[config.mk]
export PLATFORM = sky130hd
export DESIGN_NAME = letter_histogram_mode
export DESIGN_NICKNAME = d
export VERILOG_FILES = /design/src/rtl/lhm_pkg.sv /design/src/rtl/lhm_classify.sv /design/src/rtl/lhm_tally.sv /design/src/rtl/letter_histogram_mode.sv
export SDC_FILE = /design/constraint.sdc
export NUM_CORES = 1
export LEC_CHECK = 0
export ABC_AREA = 1
export BUFFER_PORTS_ARGS = -buffer_cell sky130_fd_sc_hd__buf_2
export CORE_MARGIN = 2
export CORE_UTILIZATION = 35
export DETAILED_ROUTE_END_ITERATION = 16
export GPL_TIMING_DRIVEN = 0
export PLACE_DENSITY = 0.55
export SLEW_MARGIN = 5
export SYNTH_ARGS = -nofsm -noshare
export SYNTH_HDL_FRONTEND = slang
export SYNTH_SLANG_ARGS = --single-unit
[constraint.sdc]
create_clock -name clk -period 5.7 [get_ports clk]
set_input_delay 0.285 -clock clk [delete_from_list [all_inputs] [get_ports clk]]
set_output_delay 0.285 -clock clk [all_outputs]
set_load 0.02 [all_outputs]
[src/rtl/lhm_pkg.sv]
package lhm_pkg;

    localparam int LETTERS     = 26;
    localparam int IDX_W       = 5;
    localparam int BYTE_W      = 8;
    localparam int TOP_COUNT_W = 16;

    localparam logic [BYTE_W-1:0] TERM_BYTE   = 8'h00;
    localparam logic [BYTE_W-1:0] CHAR_UPPER_A = 8'h41;
    localparam logic [BYTE_W-1:0] CHAR_UPPER_Z = 8'h5a;
    localparam logic [BYTE_W-1:0] CHAR_LOWER_A = 8'h61;
    localparam logic [BYTE_W-1:0] CHAR_LOWER_Z = 8'h7a;
    localparam logic [BYTE_W-1:0] CASE_OFFSET  = 8'd32;

    typedef struct packed {
        logic             term;
        logic             letter;
        logic [IDX_W-1:0] idx;
    } lhm_class_t;

endpackage

[src/rtl/lhm_classify.sv]
module lhm_classify (
    input  logic [7:0]          text_byte,
    output lhm_pkg::lhm_class_t cls
);
    import lhm_pkg::*;

    logic [BYTE_W-1:0] folded;
    logic [BYTE_W-1:0] offset;

    always_comb
    begin
        // fold upper case onto lower case
        if (text_byte >= CHAR_UPPER_A && text_byte <= CHAR_UPPER_Z)
        begin
            folded = text_byte + CASE_OFFSET;
        end
        else
        begin
            folded = text_byte;
        end
        offset     = folded - CHAR_LOWER_A;
        cls.term   = (text_byte == TERM_BYTE);
        cls.letter = (folded >= CHAR_LOWER_A) && (folded <= CHAR_LOWER_Z);
        cls.idx    = offset[IDX_W-1:0];
    end

endmodule

[src/rtl/lhm_tally.sv]
module lhm_tally #(
    parameter longint unsigned COUNT_MAX = 65535,
    parameter int              CNT_W     = 16
) (
    input  logic                      clk,
    input  logic                      rst_n,
    input  logic                      step,
    input  lhm_pkg::lhm_class_t       cls,
    output logic [lhm_pkg::IDX_W-1:0] best_letter,
    output logic [CNT_W-1:0]          best_count
);
    import lhm_pkg::*;

    localparam logic [CNT_W-1:0] CNT_LIMIT = CNT_W'(COUNT_MAX);

    logic [CNT_W-1:0] cnt_reg [LETTERS];
    logic [CNT_W-1:0] best_count_reg;
    logic [IDX_W-1:0] best_letter_reg;

    logic [CNT_W-1:0] cur;
    logic [CNT_W-1:0] cnt_next;
    logic             bump;
    logic             take_best;

    always_comb
    begin
        cur      = cnt_reg[cls.idx];
        cnt_next = cur + CNT_W'(1);
        bump     = step && cls.letter && (cur < CNT_LIMIT);
        // earlier letter wins a tie
        take_best = bump && ((cnt_next > best_count_reg) ||
                    ((cnt_next == best_count_reg) && (cls.idx < best_letter_reg)));
    end

    always_ff @(posedge clk or negedge rst_n)
    begin
        if (!rst_n)
        begin
            for (int k = 0; k < LETTERS; k++)
            begin
                cnt_reg[k] <= '0;
            end
            best_count_reg  <= '0;
            best_letter_reg <= '0;
        end
        else if (step && cls.term)
        begin
            // string done: start the next one fresh
            for (int k = 0; k < LETTERS; k++)
            begin
                cnt_reg[k] <= '0;
            end
            best_count_reg  <= '0;
            best_letter_reg <= '0;
        end
        else
        begin
            if (bump)
            begin
                cnt_reg[cls.idx] <= cnt_next;
            end
            if (take_best)
            begin
                best_count_reg  <= cnt_next;
                best_letter_reg <= cls.idx;
            end
        end
    end

    assign best_letter = best_letter_reg;
    assign best_count  = best_count_reg;

    a_best_limit: assert property (@(posedge clk) disable iff (!rst_n)
        best_count_reg <= CNT_LIMIT)
        else $error("running best count above counter limit");

    a_best_letter_range: assert property (@(posedge clk) disable iff (!rst_n)
        best_letter_reg < IDX_W'(LETTERS))
        else $error("running best letter out of range");

    a_clear_on_term: assert property (@(posedge clk) disable iff (!rst_n)
        step && cls.term |=> (best_count_reg == '0) && (best_letter_reg == '0))
        else $error("running best not cleared after terminator");

endmodule

[src/rtl/letter_histogram_mode.sv]
// Case-insensitive letter frequency mode. One text byte is taken per request,
// one per cycle sustained; a zero byte ends the string and yields one result
// (most frequent letter, its count, and whether any letter was seen), after
// which all counters clear for the next string. Other bytes yield nothing.
// Each byte passes an input register, then the counter update and running-best
// compare; a terminator's result is registered into the output register once
// the result slot is free. Input stalls only while a result sits unread.
module letter_histogram_mode #(
    parameter longint unsigned COUNT_MAX = 65535
) (
    input  logic                            clk,
    input  logic                            rst_n,
    input  logic                            in_valid,
    output logic                            in_ready,
    input  logic [7:0]                      text_byte,
    output logic                            out_valid,
    input  logic                            out_ready,
    output logic [4:0]                      top_letter,
    output logic [lhm_pkg::TOP_COUNT_W-1:0] top_count,
    output logic                            letter_seen
);
    import lhm_pkg::*;

    localparam int CNT_W = $clog2(COUNT_MAX + 64'd1);

    logic              s1_valid_reg;
    logic [BYTE_W-1:0] s1_byte_reg;

    logic                   out_valid_reg;
    logic [IDX_W-1:0]       top_letter_reg;
    logic [TOP_COUNT_W-1:0] top_count_reg;
    logic                   letter_seen_reg;

    lhm_class_t       cls;
    logic [IDX_W-1:0] best_letter;
    logic [CNT_W-1:0] best_count;
    logic [63:0]      best_wide;
    logic             out_free;
    logic             s1_advance;
    logic             emit;

    lhm_classify u_classify (
        .text_byte (s1_byte_reg),
        .cls       (cls)
    );

    lhm_tally #(
        .COUNT_MAX (COUNT_MAX),
        .CNT_W     (CNT_W)
    ) u_tally (
        .clk         (clk),
        .rst_n       (rst_n),
        .step        (s1_advance),
        .cls         (cls),
        .best_letter (best_letter),
        .best_count  (best_count)
    );

    always_comb
    begin
        best_wide  = 64'(best_count);
        out_free   = !out_valid_reg || out_ready;
        // hold a terminator until the result slot can take it
        s1_advance = s1_valid_reg && (!cls.term || out_free);
        emit       = s1_advance && cls.term;
        in_ready   = !s1_valid_reg || s1_advance;
    end

    always_ff @(posedge clk or negedge rst_n)
    begin
        if (!rst_n)
        begin
            s1_valid_reg  <= 1'b0;
            out_valid_reg <= 1'b0;
        end
        else
        begin
            if (in_ready)
            begin
                s1_valid_reg <= in_valid;
            end
            if (emit)
            begin
                out_valid_reg <= 1'b1;
            end
            else if (out_ready)
            begin
                out_valid_reg <= 1'b0;
            end
        end
    end

    always_ff @(posedge clk)
    begin
        if (in_ready && in_valid)
        begin
            s1_byte_reg <= text_byte;
        end
        if (emit)
        begin
            top_letter_reg  <= best_letter;
            top_count_reg   <= best_wide[TOP_COUNT_W-1:0];
            letter_seen_reg <= (best_count != '0);
        end
    end

    assign out_valid   = out_valid_reg;
    assign top_letter  = top_letter_reg;
    assign top_count   = top_count_reg;
    assign letter_seen = letter_seen_reg;

    a_stall_needs_item: assert property (@(posedge clk) disable iff (!rst_n)
        !in_ready |-> s1_valid_reg && cls.term && out_valid_reg)
        else $error("input stalled without a blocked terminator");

    a_no_letter_zero: assert property (@(posedge clk) disable iff (!rst_n)
        out_valid_reg && !letter_seen_reg |-> top_letter_reg == '0)
        else $error("letter reported for a string without letters");

    a_emit_sets_valid: assert property (@(posedge clk) disable iff (!rst_n)
        emit |=> out_valid_reg)
        else $error("terminator did not produce a result");

endmodule
**Word-level counts from Yosys, hierarchy flattened**

Index checks and enable logic that the tools add are counted.

- Bits in registers: 469
- Bits of input ports: 12
- Output and inout port bits: 24
- Logic and storage cells: 85

- Add/sub/neg operators: 3
- Order comparisons: 9
- Eq/ne operators: 1
- Mux-type cells: 15
- Bitwise gates (word level): 1
- Reductions and logical operators: 22

Operator list:

| cell | number |
|---|---|
| $mux 416 | 2 |
| $bwmux 416 | 1 |
| $bmux 16 s5 | 1 |
| $demux 16 s5 | 1 |
| $mux 16 | 5 |
| $add 16x1->16 const B | 1 |
| $eq 16x16->1 | 1 |
| $ge 8x7->1 const B | 2 |
| $gt 16x16->1 | 1 |
| $le 8x7->1 const B | 2 |
| $lt 16x16->1 const B | 1 |
| $reduce_bool 16->1 | 1 |
| $logic_and 1x1->1 | 10 |
| $mux 5 | 2 |
| $add 8x6->8 const B | 1 |
| $logic_not 8->1 | 1 |
| $mux 8 | 1 |
| $ge 6x6->1 const B | 1 |
| $lt 6x1->1 const B | 1 |
| $not 5->6 | 1 |
| $reduce_bool 2->1 | 3 |
| $lt 5x5->1 | 1 |
| $sub 5x1->5 const B | 1 |
| $logic_or 1x1->1 | 4 |
| other kinds (2) | 5 |

**Longest topological paths before layout**

Gate-level depths: netlist (run 1).

- Depth in word-level cells: 15
- Depth in mapped cells: 42
- Gate-level depth less buffers: 36

**Hierarchy**

From an unflattened synthesis (run 1), not the netlist that was laid out.

- Cell total of the unflattened synthesis: 3407
- Area, all modules: 24736.2 µm²

By module, submodules not included:

| module | instances | cells an instance | area an instance (µm²) | sequential area each (µm²) |
|---|---|---|---|---|
| lhm_tally | 1 | 3315 | 23466.3 | 10935.5 |
| letter_histogram_mode | 1 | 59 | 1063.5 | 950.9 |
| lhm_classify | 1 | 33 | 206.4 | 0.0 |

**Least setup slack after synthesis (run 1)**

No wires, ideal clock.

- Kind: register to register
- From: register s1_byte_reg[0]
- To: register u_tally.best_count_reg[3], in the netlist u_tally.best_count[3]
- Setup time: 0.066 ns
- Data arrival time: 4.909 ns
- Data required time: 5.634 ns
- Slack: 0.726 ns
- Cell stages (with the launch flop): 42
- Path buffers: 7
- Clock period less this slack: 4.974 ns
- Cell sequence: edfxtp_1 -> inv_2 -> buf_4 -> buf_4 -> buf_4 -> buf_4 -> ha_1 -> buf_2 -> inv_2 -> clkbuf_1 -> nand3_1 -> nand2_1 -> nand2_1 -> nand2_1 -> nand2_1 -> nand3_1 -> nor2_1 -> inv_1 -> [... 6 more ...] -> nand2_1 -> inv_1 -> ha_1 -> nand2_1 -> inv_1 -> nand3_1 -> inv_1 -> nand2_1 -> nor4_1 -> inv_1 -> nor2_1 -> o21ai_0 -> nand2_1 -> inv_1 -> nor2_2 -> buf_4 -> nand3_1 -> nand2_1

- Word-level cells in the longest chain between the ends: 14
- Elaborated cells on any way between the ends: 31
- Those cells by class: 3 x add/sub; 7 x order compare; 1 x eq/ne; 6 x mux; 1 x bitwise; 13 x reduce/logical

Ends and longest elaborated chain:

| what | line | RTL |
|---|---|---|
| start, declared | letter_histogram_mode.sv:27 | `logic [BYTE_W-1:0] s1_byte_reg;` |
| start signal, assigned | letter_histogram_mode.sv:97 | `s1_byte_reg <= text_byte;` |
| branches (longest 14 deep; another with $add 16x1->16) | n/a |  |
| end signal, assigned | lhm_tally.sv:64 | `best_count_reg <= cnt_next;` |
| end, declared | lhm_tally.sv:17 | `logic [CNT_W-1:0] best_count_reg;` |

Parallel ways; which one is timed is not known. The select of a mux whose other input is x is not followed.
A chain may end at the register's enable or synchronous reset.

**Worst setup path after layout (run 1)**

- From: register s1_byte_reg[0]
- To: register u_tally.best_letter_reg[2], in the netlist u_tally.best_letter[2]

- Word-level cells in the longest chain between the ends: 14
- Elaborated cells on any way between the ends: 31
- Those cells by class: 3 x add/sub; 7 x order compare; 1 x eq/ne; 6 x mux; 1 x bitwise; 13 x reduce/logical

Ends and longest elaborated chain:

| what | line | RTL |
|---|---|---|
| branches (longest 14 deep; another with $add 16x1->16) | n/a |  |
| end signal, assigned | lhm_tally.sv:65 | `best_letter_reg <= cls.idx;` |
| end, declared | lhm_tally.sv:18 | `logic [IDX_W-1:0] best_letter_reg;` |

Parallel ways; which one is timed is not known. The select of a mux whose other input is x is not followed.

==> results of run 1 <==
-- routing by layer --
metal	GRT usage, %	up-vias
met4	11.2	2
met2	41.1	1221
met3	5.78	226
met1	39.2	11477
li1	-	10687
met5	0	-
-- final cells by class --
type | count | area [sq um] | share of cell area, %
sequential | 469 | 11900 | 41.3
multi-input combinational | 2338 | 11000 | 38.3
buffer | 230 | 1570 | 5.47
clock buffer | 74 | 1550 | 5.39
tap | 931 | 1160 | 4.05
timing repair buffer | 71 | 626 | 2.18
inverter | 140 | 546 | 1.90
clock inverter | 32 | 404 | 1.41
antenna | 1 | 2.50 | 0.00870
-- path summary, 6_finish.rpt --
kind	startpoint	to	slack [ns]	depth (start not counted)
worst min register to register	u_tally.best_letter[1]	top_letter[1]	0.49	0
max in group asynchronous	rst_n	u_tally.cnt_reg[411]	3.71	5
worst max-delay path	s1_byte_reg[0]	u_tally.best_letter[2]	0.24	39
worst max register to register	s1_byte_reg[0]	u_tally.best_letter[2]	0.24	39
min in group clk	text_byte[0]	s1_byte_reg[0]	0.35	2
worst min-delay path	rst_n	u_tally.cnt_reg[245]	0.12	2
-- power breakdown --
part	leakage, nW	total, mW	switching, mW	internal, mW
clock network	0.972	3.87	1.59	2.28
registers	6.29	4.16	0.325	3.84
logic	6.46	2.59	1.76	0.836
total	13.7	10.6	3.67	6.95
-- timing repair --
action,4_1_cts,5_1_grt
hold endpoints to repair,84,0
gates cloned,1,3
hold buffers,11,0
setup buffers,4,13
resized for setup,106,68
endpoints found under the setup margin,437,21
pin swaps,1,9
-- placed cells by master, fill, tap and decap left out, drive strengths merged, types with 7 or more instances in the layout --
master,Yosys,routed
nor2,138,138
nand4,7,7
a21oi,13,13
dfrtp,439,439
nand3,721,721
inv,140,142
clkbuf,70,144
dlygate4sd3,0,11
ha,28,28
nand2,1110,1110
bufinv,0,8
buf,162,219
o21ai,283,283
clkinv,0,21
edfxtp,30,30
-- cell families (layout without fill, tap and decap cells) --
logic type	count (synthesis)	count (layout)	synth area share (%)
DFF	469	469	48.6
adders and majority gates	28	28	1.43
AOI/OAI and AO/OA	310	310	6.47
and+or+nand+nor	1995	1995	35.9
other	0	1	0
xor gates and xnor gates	5	5	0.179
buffers and inverters	372	547	7.41
-- critical path, delay by kind of cell, from the launching register on --
| kind | cells | cell delay, ns |
|---|---|---|
| AND/OR/NAND/NOR | 22 | 2.24 |
| buffers and inverters | 14 | 1.96 |
| adder cells (fa/ha/maj) | 2 | 0.53 |
| flip-flops | 1 | 0.45 |
| AO/OA/AOI/OAI | 1 | 0.10 |
-- stage by stage --
step | total power, mW | setup TNS (ns) | utilization (%)
CTS | 10.5 | 0 | 41.1
global route | 11.1 | -0.0807 | 41.7
detailed placement | 6.52 | -306.67 | 37.6
finish | 10.6 | 0 | 41.7
global placement | 6.49 | -2542.70 | 37.4
floorplan | 5.55 | 0 | -
==> impl_metrics.tcl, run 1 <==
set metrics [dict create \
    synthCells 3179 \
    drv_cap 0 \
    initial_core_util_pct 35.5 \
    cp_data_arrival_time_ns 5.99 \
    dr.max_layer_used "met5" \
    antenna_found_initial 2 \
    finalClockSkew_ns 0.0393 \
    hpwl_um 68500 \
    stdcell_count 4286 \
    seq_area_frac_synth_pct 48.6 \
    yosysWarningCount 0 \
    via_per_inst 5.51 \
    fmax_mhz 183 \
    cts_htree_levels 2 \
    drive_gt1_share_pct 12.1 \
    ys_types 40 \
    grt.overflow.total 0 \
    place_area_sq_um 25900 \
    synth_edf_count 30 \
    final_hold_viol_count 0 \
    clock_sinks 469 \
    startpoint_type "register" \
    ir_worst_vdd_mv 0.223 \
    dr_wl_met3_um 9780 \
    critical_path_class "reg -> reg" \
    fin_crit_ns 5.46 \
    place_inst 4149 \
    slew_violations 0 \
    end_kind "register" \
    wl_met1_um 42500 \
    setup_viol 0 \
    cpMostUsedCell "nand2_1" \
    whs_ns 0.125 \
    gp_congestion 0.936 \
    grt_pass1_vias 21637 \
    final_area_sq_um 28800 \
    wl_um 99400 \
    area_growth_pct 17.5 \
    ys_ff_latch 469 \
    clk_pin_slew_ns 0.06 \
    syn_avg_cell_area_sq_um 7.70 \
    synth_ff_type "dfrtp_1" \
    synth_area_sq_um 24500 \
    drc 0 \
    slew_headroom_pct 32.0 \
    wl_per_cell_um 23.2 \
    cts_buffer_depth 3 \
    hp-class "in -> async" \
    yosys.area.top_type "dfrtp_1" \
    yosysMostFrequentCell "nand2_1" \
    cts_made_buffers 56 \
    synth_common_cells "1,105 x nand2_1, 701 x nand3_1, 439 x dfrtp_1, 195 x o21ai_0, 134 x inv_1" \
    drtPass1Iterations 6 \
    die_x_um 268 \
    pre_cts_ws_ns -2.28 \
    synthArstFlopShare_pct 93.6 \
    port_buffers 35 \
    tightest_slew_ns 1.02 \
    largest_register_ffs 416 \
    postRouteAntennaNets 0 \
    dr_total_vias 23613 \
    cp_slowest_cell "edfxtp_1" \
    gr-usage-all-layers_pct 27.6 \
    status "complete, no violations" \
    rows 96 \
    ys_top_cells_by_area "dfrtp_1 45%, nand2_1 17%, nand3_1 14%" \
    wl_met2_um 43000 \
    slowest_delay_ns 0.45 \
    synth.top_cell.area_share_pct 44.9 \
    cp_max_fo 13 \
    powerDensity_nw_per_um2 369 \
    grt_pass1_wl_um 147000 \
    cp_data_required_time_ns 6.23 \
    ios 36 \
    fillers 7072 \
    cts_root_buffer "clkbuf_16" \
    coreArea_sq_um 68900 \
    drt-initial-drc-count 3175 \
    grt_max_degree 108 \
    fp.dieArea_sq_um 72100 \
    fin_ws_ns 0.240 \
    cts_tree "done" \
    p_leak_nw 13.7 \
    min_period_over_period_pct 95.8 \
    clock_latency_ns 0.66 \
    final_nets 3346 \
    die_height_um 268 \
    synth_nets 3219 \
]
(Power assumes the default switching activity.)
==> run 2, diff against run 1 <==
- PLACE_DENSITY: 0.55 -> unset
- PLACE_DENSITY_LB_ADDON: unset -> 0.25
==> impl_metrics.tcl, run 2 (synthesized netlist as in run 1, its figures left out) <==
set metrics [dict create \
    status "complete, no violations" \
    powerDensity_nw_per_um2 362 \
    place_area_sq_um 25900 \
    r2r_end "u_tally.best_count[8]" \
    cp_data_required_time_ns 6.22 \
    grt_max_degree 110 \
    cts_root_buffer "clkbuf_16" \
    hpwl_um 67800 \
    ir_worst_vdd_mv 0.197 \
    grt_pass1_wl_um 145000 \
    drtPass1Iterations 6 \
    drt-initial-drc-count 3240 \
    cp_max_fo 11 \
    clock_sinks 469 \
    cts_made_buffers 55 \
    cpMostUsedCell "nand2_1" \
    fmax_mhz 183 \
    fin_util_pct 41.7 \
    setup_viol 0 \
    antennaDiodeCount 0 \
    r2r_start "s1_byte_reg[0]" \
    p_leak_nw 13.7 \
    drc 0 \
    gr-usage-all-layers_pct 27.3 \
    rows 96 \
    die_height_um 268 \
    final_area_sq_um 28700 \
    whs_ns 0.220 \
    cpLargestDelayFamily "simple AND/OR/NAND/NOR gates" \
    slowest_delay_ns 0.46 \
    postRouteAntennaNets 0 \
    cts_htree_levels 2 \
    gp_congestion 0.933 \
    hp-class "in -> async" \
    slew_headroom_pct 38.6 \
    cp_slowest_cell "edfxtp_1" \
    clock_latency_ns 0.64 \
    grt.overflow.total 0 \
    ios 36 \
    r2r_slack_ns 0.24 \
    grt_pass1_vias 21797 \
    largest_register_ffs 416 \
    cp_num_buf_inv 14 \
    end_kind "register" \
    dr_total_vias 23671 \
    finalClockSkew_ns 0.0302 \
    worstRegToRegCells 39 \
    clk_pin_slew_ns 0.06 \
    die_x_um 268 \
    startpoint_type "register" \
    via_per_inst 5.52 \
    wl_per_cell_um 23.0 \
    fillers 7118 \
    wl_um 98400 \
    mostFrequentLayoutCell "nand2_1" \
    critical_path_class "reg -> reg" \
    min_period_over_period_pct 95.7 \
    slew_violations 0 \
    cts_tree "done" \
    final_cell_mix "1,082 x nand2_1, 697 x nand3_1, 439 x dfrtp_1" \
    area_growth_pct 17.3 \
    final_hold_viol_count 0 \
    cp_data_arrival_time_ns 5.97 \
    cts_buffer_depth 3 \
    drv_cap 0 \
    coreArea_sq_um 68900 \
    fin_crit_ns 5.46 \
    final_nets 3350 \
    initial_core_util_pct 35.5 \
    antenna_found_initial 0 \
    port_buffers 35 \
    fp.dieArea_sq_um 72100 \
    tightest_slew_ns 0.921 \
    drive_gt1_share_pct 12.3 \
]
==> run 2: how the worst max path moves through the flow <==
stage / end / slack, ns / start / cells past startpoint
4_1_cts: u_tally.best_letter[2] / 0.03 / s1_byte_reg[0] / 40
6_report: u_tally.best_count[8] / 0.24 / s1_byte_reg[0] / 39
5_1_grt: u_tally.best_count[7] / -0.009 / s1_byte_reg[0] / 40
2_1_floorplan: u_tally.best_count[3] / 0.73 / s1_byte_reg[0] / 41
3_5_place_dp: u_tally.best_count[9] / -2.12 / s1_byte_reg[0] / 37
3_3_place_gp: u_tally.cnt_reg[410] / -5.17 / rst_n / 1
==> run 2: cell type report <==
cell class	count	area, sq um	share of cell area, %
flip-flops and latches	469	11900	41.4
inverters	140	546	1.90
multi-input cells	2338	11000	38.4
well taps	931	1160	4.06
clock inverters	15	129	0.449
plain buffers	230	1580	5.51
clock buffers	87	1690	5.88
repair buffers	76	702	2.44
==> run 2: timing repair <==
action	4_1_cts	5_1_grt
hold endpoints to repair	79	0
setup endpoints to repair	437	21
gates cloned	2	3
gates resized for setup	93	89
setup buffers	2	19
pin swaps	1	12
hold buffers	11	0
==> run 2: metal layers <==
layer	GRT usage [%]	vias to the layer above	share of wire [%]
li1	-	10699	-
met1	38.1	11476	42
met2	40.9	1252	43
met3	5.95	244	10
met4	11.7	0	4.6
met5	0	-	0
==> run 2: worst register-to-register path: cells and delay by family (launching register included) <==
family	cells	cell delay [ns]
adder cells (fa/ha/maj)	2	0.54
buffers and inverters	14	2.01
flip-flops	1	0.46
AND/OR/NAND/NOR	22	2.18
AO/OA/AOI/OAI	1	0.12
==> run 2: power by group <==
part           total (mW)  switching (mW)  internal, mW
logic                2.61            1.76         0.845
registers            4.16           0.324          3.84
clock network        3.63            1.53          2.11
==> run 2: stage by stage <==
step	total power [mW]	worst slack, ns	cells	TNS, ns
after floorplan	5.55	0.726	3179	0
after global placement	6.47	-5.17	4145	-2499.92
after detailed placement	6.51	-2.12	4149	-268.09
after CTS	10.2	0.0281	4264	0
after global routing	10.8	-0.00896	4286	-0.0273
final	10.4	0.244	4286	0
